==> src/rtl/mpps_pkg.sv <==
// shared types, command codes and the note increment rom for the phasor synth
// no dependencies
`default_nettype none

package mpps_pkg;

  // command kinds passed from the front part to the voice engine
  localparam logic [1:0] CMD_TICK     = 2'd0;
  localparam logic [1:0] CMD_NOTE_ON  = 2'd1;
  localparam logic [1:0] CMD_NOTE_OFF = 2'd2;

  localparam logic [7:0] STATUS_NOTE_ON  = 8'h90;
  localparam logic [7:0] STATUS_NOTE_OFF = 8'h80;
  localparam logic [1:0] MIDI_MSG_LEN    = 2'd3;

  localparam int SAMPLE_W = 34;
  localparam int PHASE_W  = 32;

  typedef struct packed {
    logic [1:0] kind;
    logic [6:0] note;
  } cmd_t;

  function automatic logic [31:0] inc_rom(input logic [3:0] idx);
    logic [31:0] word;
    case (idx)
      4'd0:    word = 32'd594573364;
      4'd1:    word = 32'd629928536;
      4'd2:    word = 32'd667386036;
      4'd3:    word = 32'd707070875;
      4'd4:    word = 32'd749115497;
      4'd5:    word = 32'd793660223;
      4'd6:    word = 32'd840853716;
      4'd7:    word = 32'd890853479;
      4'd8:    word = 32'd943826384;
      4'd9:    word = 32'd999949221;
      4'd10:   word = 32'd1059409296;
      4'd11:   word = 32'd1122405051;
      default: word = 32'd0;
    endcase
    return word;
  endfunction

  // k = note + 4; octave = k / 12 via multiply by 171 / 2048 (exact for k < 492)
  function automatic logic [31:0] pitch_increment(input logic [6:0] note);
    logic [7:0]  k;
    logic [15:0] prod;
    logic [3:0]  oct;
    logic [7:0]  rem;
    logic [3:0]  shift;
    k     = {1'b0, note} + 8'd4;
    prod  = {8'd0, k} * 16'd171;
    oct   = prod[14:11];
    rem   = k - ({4'd0, oct} * 8'd12);
    shift = 4'd10 - oct;
    return inc_rom(rem[3:0]) >> shift;
  endfunction

endpackage

`default_nettype wire

==> src/rtl/mpps_front.sv <==
// input side: accepts stream items, keeps note on, note off and ticks
// and queues them as commands; uses mpps_pkg
`default_nettype none

module mpps_front (
  input  wire               clk,
  input  wire               rst,
  input  wire               in_valid,
  output logic              in_ready,
  input  wire               in_mode,
  input  wire  [7:0]        in_status,
  input  wire  [6:0]        in_note,
  input  wire  [6:0]        in_velocity,
  input  wire  [1:0]        in_count,
  output logic              cmd_valid,
  input  wire               cmd_ready,
  output mpps_pkg::cmd_t    cmd
);

  localparam int DEPTH = 4;
  localparam int PW    = $clog2(DEPTH);

  mpps_pkg::cmd_t     queue [DEPTH];
  logic [PW-1:0]      wr_ptr;
  logic [PW-1:0]      rd_ptr;
  logic [PW:0]        count;

  logic               take;
  logic               is_on;
  logic               is_off;
  logic               push;
  logic               pop;
  mpps_pkg::cmd_t     new_cmd;

  assign in_ready = (count != (PW+1)'(DEPTH));
  assign take     = in_valid && in_ready;

  always_comb begin
    is_on  = (in_status == mpps_pkg::STATUS_NOTE_ON) && (in_velocity != 7'd0);
    is_off = ((in_status == mpps_pkg::STATUS_NOTE_ON) && (in_velocity == 7'd0)) ||
             (in_status == mpps_pkg::STATUS_NOTE_OFF);
    new_cmd.note = in_note;
    if (in_mode) begin
      new_cmd.kind = mpps_pkg::CMD_TICK;
    end else if (is_on) begin
      new_cmd.kind = mpps_pkg::CMD_NOTE_ON;
    end else begin
      new_cmd.kind = mpps_pkg::CMD_NOTE_OFF;
    end
    // anything else is dropped on the floor
    push = take && (in_mode || ((in_count == mpps_pkg::MIDI_MSG_LEN) && (is_on || is_off)));
  end

  assign cmd_valid = (count != '0);
  assign cmd       = queue[rd_ptr];
  assign pop       = cmd_valid && cmd_ready;

  always_ff @(posedge clk) begin
    if (push) begin
      queue[wr_ptr] <= new_cmd;
    end
  end

  always_ff @(posedge clk) begin
    if (rst) begin
      wr_ptr <= '0;
      rd_ptr <= '0;
      count  <= '0;
    end else begin
      if (push) begin
        wr_ptr <= wr_ptr + 1'b1;
      end
      if (pop) begin
        rd_ptr <= rd_ptr + 1'b1;
      end
      if (push && !pop) begin
        count <= count + 1'b1;
      end else if (pop && !push) begin
        count <= count - 1'b1;
      end
    end
  end

endmodule

`default_nettype wire

==> config.mk <==
export PLATFORM = sky130hd
export DESIGN_NAME = mpps_front
export DESIGN_NICKNAME = d
export VERILOG_FILES = /design/src/rtl/mpps_pkg.sv /design/src/rtl/mpps_front.sv
export SDC_FILE = /design/constraint.sdc
export NUM_CORES = 1
export LEC_CHECK = 0
export BUFFER_PORTS_ARGS = -buffer_cell sky130_fd_sc_hd__buf_2
export CORE_ASPECT_RATIO = 1.25
export CORE_MARGIN = 5
export CORE_UTILIZATION = 45
export DETAILED_ROUTE_END_ITERATION = 12
export GPL_ROUTABILITY_DRIVEN = 0
export GPL_TIMING_DRIVEN = 0
export PLACE_DENSITY = 0.68
export SLEW_MARGIN = 20
export SYNTH_ARGS = -nofsm -noshare
export SYNTH_HDL_FRONTEND = slang
export SYNTH_SLANG_ARGS = --single-unit
==> constraint.sdc <==
create_clock -name clk -period 3.3 [get_ports clk]
set_input_delay 0.66 -clock clk [delete_from_list [all_inputs] [get_ports clk]]
set_output_delay 0.66 -clock clk [all_outputs]
set_load 0.02 [all_outputs]
# Word-level counts from Yosys, hierarchy flattened
# Memories as Yosys holds them, arrays and structs flattened. A register that Yosys moved wholly into a read port is not among the register bits.
# Cells that the tools add are included.
# word_totals
register_bits	7
mem_bits_rw	36
input_bits	29
out_inout_bits	11
elab_cells	37
memories	1
# memory_table
name	words	width	read_ports	rd_ports_with_merged_regs	write_ports	line_no	text
queue	4	9	1	1	1	mpps_front.sv:23	mpps_pkg::cmd_t queue [DEPTH];
# classes
add_sub_neg	4
n_eq_ne	4
n_mux	8
reduce_logical	17
# op_table
op	n
$eq A8 B8 Y1 const B	2
$logic_and A1 B1 Y1	8
$mux W2	4
$logic_not A7 Y1	1
$reduce_bool A7 Y1	1
$mux W3	2
$add A2 B1 Y2 const B	2
$add A3 B1 Y3 const B	1
$logic_or A1 B1 Y1	3
$ne A3 B3 Y1 const B	1
$reduce_bool A3 Y1	1
$sub A3 B1 Y3 const B	1
$eq A2 B2 Y1 const B	1
$logic_not A1 Y1	2
$mux W1	2
$reduce_bool A2 Y1	1

# Depth between registers and ports, before layout
# depth
word_depth	11
mapped_depth	10
mapped_depth_nobuf	10

# Worst setup path before layout
# OpenSTA, ideal clock, no wires.
# synth_path
kind	in2reg
from	input in_status[2]
to	register count[2]
setup_ns	0.070
arrival_ns	2.553
required_time_ns	3.230
setup_slack_ns	0.677
path_stages	10
path_buffers	0
path_cell_list	nor4b_4 nand2_1 o21a_4 inv_1 ha_1 inv_1 fa_1 xor2_1 or3_2 a21oi_1
# synth_between
elab_chain_cells	10
elab_cells_between_ends	14
classes_between	eq/ne: 2; mux: 1; reduce/logical: 11
# synth_lines
item	line_no	text
start: declaration	mpps_front.sv:11	input wire [7:0] in_status,
$eq A8 B8 Y1	mpps_front.sv:39, mpps_front.sv:40	
$logic_and A1 B1 Y1	mpps_front.sv:40	is_off = ((in_status == mpps_pkg::STATUS_NOTE_ON) && (in_velocity == 7'd0)) ||
$logic_or A1 B1 Y1	mpps_front.sv:40	
$logic_or A1 B1 Y1 *	mpps_front.sv:51	push = take && (in_mode || ((in_count == mpps_pkg::MIDI_MSG_LEN) && (is_on || is_off)));
$logic_and A1 B1 Y1 *	mpps_front.sv:51	
$logic_or A1 B1 Y1 *	mpps_front.sv:51	
$logic_and A1 B1 Y1 *	mpps_front.sv:51	
via push	mpps_front.sv:31	logic push;
$logic_not A1 Y1	mpps_front.sv:78	end else if (pop && !push) begin
$logic_and A1 B1 Y1	mpps_front.sv:78	
$reduce_bool A2 Y1 (no line)	n/a	
end signal: assignment	mpps_front.sv:77	count <= count + 1'b1;
end signal: assignment	mpps_front.sv:79	count <= count - 1'b1;
end: declaration	mpps_front.sv:26	logic [PW:0] count;
# Mark *: on every way through the listed nets, which the timed path passes. The rest lies on a longest branch.
# A chain may end at the register's enable or synchronous reset.

# Final worst setup path
# Ends and elaborated chain as after synthesis.

==> impl_metrics.toml <==
[global_routing]
first_global_vias = 1134
grt-busiest-layer = "met2"
grt.total_usage_pct = 12.99
grt_max_degree = 14
antenna_found_initial = 0
gr-usage-met2_pct = 24.39
use_met3_pct = 4.651
grt_pass1_wl_mm = 5.126
grt_remaining_overflow = 0
grtUsageMet1_pct = 13.03

[logic_synthesis]
synth_nets = 141
syn_inst = 106
syn_area_um2 = 1853
ys_types = 27
async_flop_share_pct = 0
yosysWarnings = 0
ys_ff_latch = 45
ys.flop_type = "edfxtp_1"
yosysTopAreaCellShare_pct = 58.34
syn_area_per_cell_um2 = 17.48
yosysSeqAreaShare_pct = 68.06
yosys-top-cells-area = "edfxtp_1 58%, mux4_2 11%, dfxtp_1 9.7%"
synth-edff-count = 36
yosys.area.top_type = "edfxtp_1"

[routing]
vias = 1034
drt-vias-per-instance = 4.995
drt_iter0_markers = 50
drtPass1Iterations = 4
drc = 0
wire_per_inst_um = 15.13
routed_wl_mm = 3.132
final_antenna_net_count = 0

[cts]
cts-resized-gates = 0
clock_path_buffers = 2
htree_levels = 2
cts_root_buffer = "clkbuf_8"
clock_latency_ns = 0.29
cts_tree = "yes"
clkSinkCount = 45
post_cts_buffers = 0
cts_hold_buf = 0
path_clk_slew_ns = 0.07
cts_buffers = 5

[timing]
maxSlewViolCount = 0
fmax_ghz = 0.3887
tns_ns = 0
rsz0062_at_grt = "no"
min_period_ns = 2.572
setup_violations = 0
skew_ns = 0.008342
worstMarginPinSlew_ns = 0.5671
fin_crit_sh_pct = 77.95
relSlewSlack_pct = 62.19
final-hold-violation-count = 0

[worst_hold_path]
hold_start = "count[2]$_SDFFE_PP0P_"
whs_path_depth = 2
hold_end = "count[2]$_SDFFE_PP0P_"
hold_class = "reg2reg"

[floorplanning]
io_pins = 40
fp.coreArea_um2 = 4034
dieArea_um2 = 5509
row_count = 26
die_w_um = 67.40
start_util_pct = 45.94
die_y_um = 81.75

[setup_path]
r2r_end = "count[2]$_SDFFE_PP0P_"
critPathMaxStageDelay_ns = 0.41
cpLargestDelayFamily = "simple AND/OR/NAND/NOR gates"
endpoint_kind = "register"
worst-path-max-fanout = 7
worstPathArrival_ns = 2.79
r2r_slack_ns = 0.89
crit_path_start_kind = "primary input"
cpMaxStageDelayCell = "or3_2"
crit_required_ns = 3.52
cp_common_cell = "inv_1"
crit_chain = "buf_2 > nor4b_4 > nand2_1 > o21a_4 > inv_1 > ha_1 > inv_1 > fa_1 > xor2_1 > or3_2 > a21oi_1"
crit_buf_inv = 3
rr_worst_depth = 8
crit_type = "in2reg"
reg2reg_from = "count[0]$_SDFFE_PP0P_"

[run]
drv_cap = 0

[power_and_ir_drop]
design_power_total_mw = 1.555
p_leak_nw = 0.8399
irDropWorstVdd_uv = 359.4
p_per_area_nw_per_um2 = 701.3

[finish]
drive_above_1_share_pct = 43.05
area_delta_synth_final_pct = 19.65
num-fill-cells = 346
final_nets = 186
n_antenna_cell = 0

[status]
status = "completed"

[placement]
dp_hpwl_mm = 2.330
io_buffers = 38
[per-stage QoR]
step | cell area, µm² | hold WS [ns] | setup slack (ns) | util [%] | cells
final | 2217 | 0.5219 | 0.7275 | 54.96 | 207
after global routing | 2217 | 0.5584 | 0.6201 | 54.96 | 207
after CTS | 2217 | 0.5282 | 0.7212 | 54.96 | 207
after detailed placement | 2113 | 0.5169 | 0.4173 | 52.39 | 200
after global placement | 2113 | 0.4777 | 0.4953 | 52.39 | 200
after floorplan | 1853 | 0.4629 | 0.6768 | - | 106
[placed cells by master (no fill, tap or decap), drive strengths merged]
| master | n |
|---|---|
| mux2 | 1 |
| clkinv | 1 |
| and2b | 4 |
| buf | 40 |
| clkbuf | 6 |
| o21a | 1 |
| fa | 1 |
| or3 | 2 |
| nand3 | 2 |
| a21oi | 1 |
| bufinv | 1 |
| nor2 | 8 |
| or3b | 1 |
| ha | 5 |
| nor4b | 1 |
| inv | 4 |
| mux4 | 9 |
| nand4 | 2 |
| dfxtp | 9 |
| nand2 | 3 |
| xor2 | 4 |
| edfxtp | 36 |
| mux2i | 2 |
| nor3 | 2 |
| o21ai | 1 |
| nand2b | 2 |
| nor4 | 1 |
| nor2b | 1 |
[synthesized netlist by cell type, drive strengths merged, types with 2 or more instances]
cell / number
nand3: 2
edfxtp: 36
inv: 4
mux4: 9
nor2: 8
buf: 2
ha: 5
xor2: 4
mux2i: 2
or3: 2
nand2: 3
nor3: 2
nand2b: 2
and2b: 4
nand4: 2
dfxtp: 9
[worst min-delay path, stage by stage, from the launching register on]
cell and delay, ns:
dfxtp_1 0.33, o21ai_0 0.08, a21oi_1 0.06
[layout make-up]
class	count	area [µm²]	share of cell area (%)
sequential	45	1261	56.88
multi-input combinational	54	564.3	25.45
timing repair buffer	38	190.2	8.578
tap	56	70.07	3.160
clock buffer	5	68.82	3.104
clock inverter	2	35.03	1.580
inverter	4	15.01	0.6772
buffer	3	12.51	0.5643
[cells by family (layout without fill, tap and decap cells)]
group,count (synthesis),in the layout,share of synthesized area (%)
flip-flops,45,45,68.06
AND/OR/NAND/NOR,29,29,9.925
multiplexers,12,12,12.83
buffers and inverters,7,52,1.485
adder cells (fa/ha/maj),6,6,4.456
XOR/XNOR,4,4,1.890
AO/OA/AOI/OAI,3,3,1.350
[how the worst max path moves through the flow]
stage | from | end | cells after the start | slack [ns]
2_1_floorplan | in_status[2] | count[2]$_SDFFE_PP0P_ | 10 | 0.68
3_3_place_gp | in_status[2] | count[2]$_SDFFE_PP0P_ | 11 | 0.50
3_5_place_dp | in_status[2] | count[2]$_SDFFE_PP0P_ | 11 | 0.42
4_1_cts | in_status[2] | count[2]$_SDFFE_PP0P_ | 11 | 0.72
5_1_grt | in_status[2] | count[2]$_SDFFE_PP0P_ | 11 | 0.62
6_report | in_status[2] | count[2]$_SDFFE_PP0P_ | 11 | 0.73
[report_power, final]
group | internal, mW | switching, mW | total [mW] | leakage [nW]
registers | 0.670 | 0.0333 | 0.703 | 0.405
clock network | 0.220 | 0.164 | 0.383 | 0.0540
logic | 0.215 | 0.253 | 0.468 | 0.381
[registers in the layout, indices dropped and copies added (netlist names), named ones only]
signal  count
rd_ptr      2
queue      36
count       3
wr_ptr      2
[layer usage]
layer / share of wire, % / up-vias
met4: 1.8 / 0
met1: 36 / 516
li1: - / 490
met3: 5.0 / 7
met2: 57 / 21
met5: 0 / -
(Power assumes the default switching activity.)
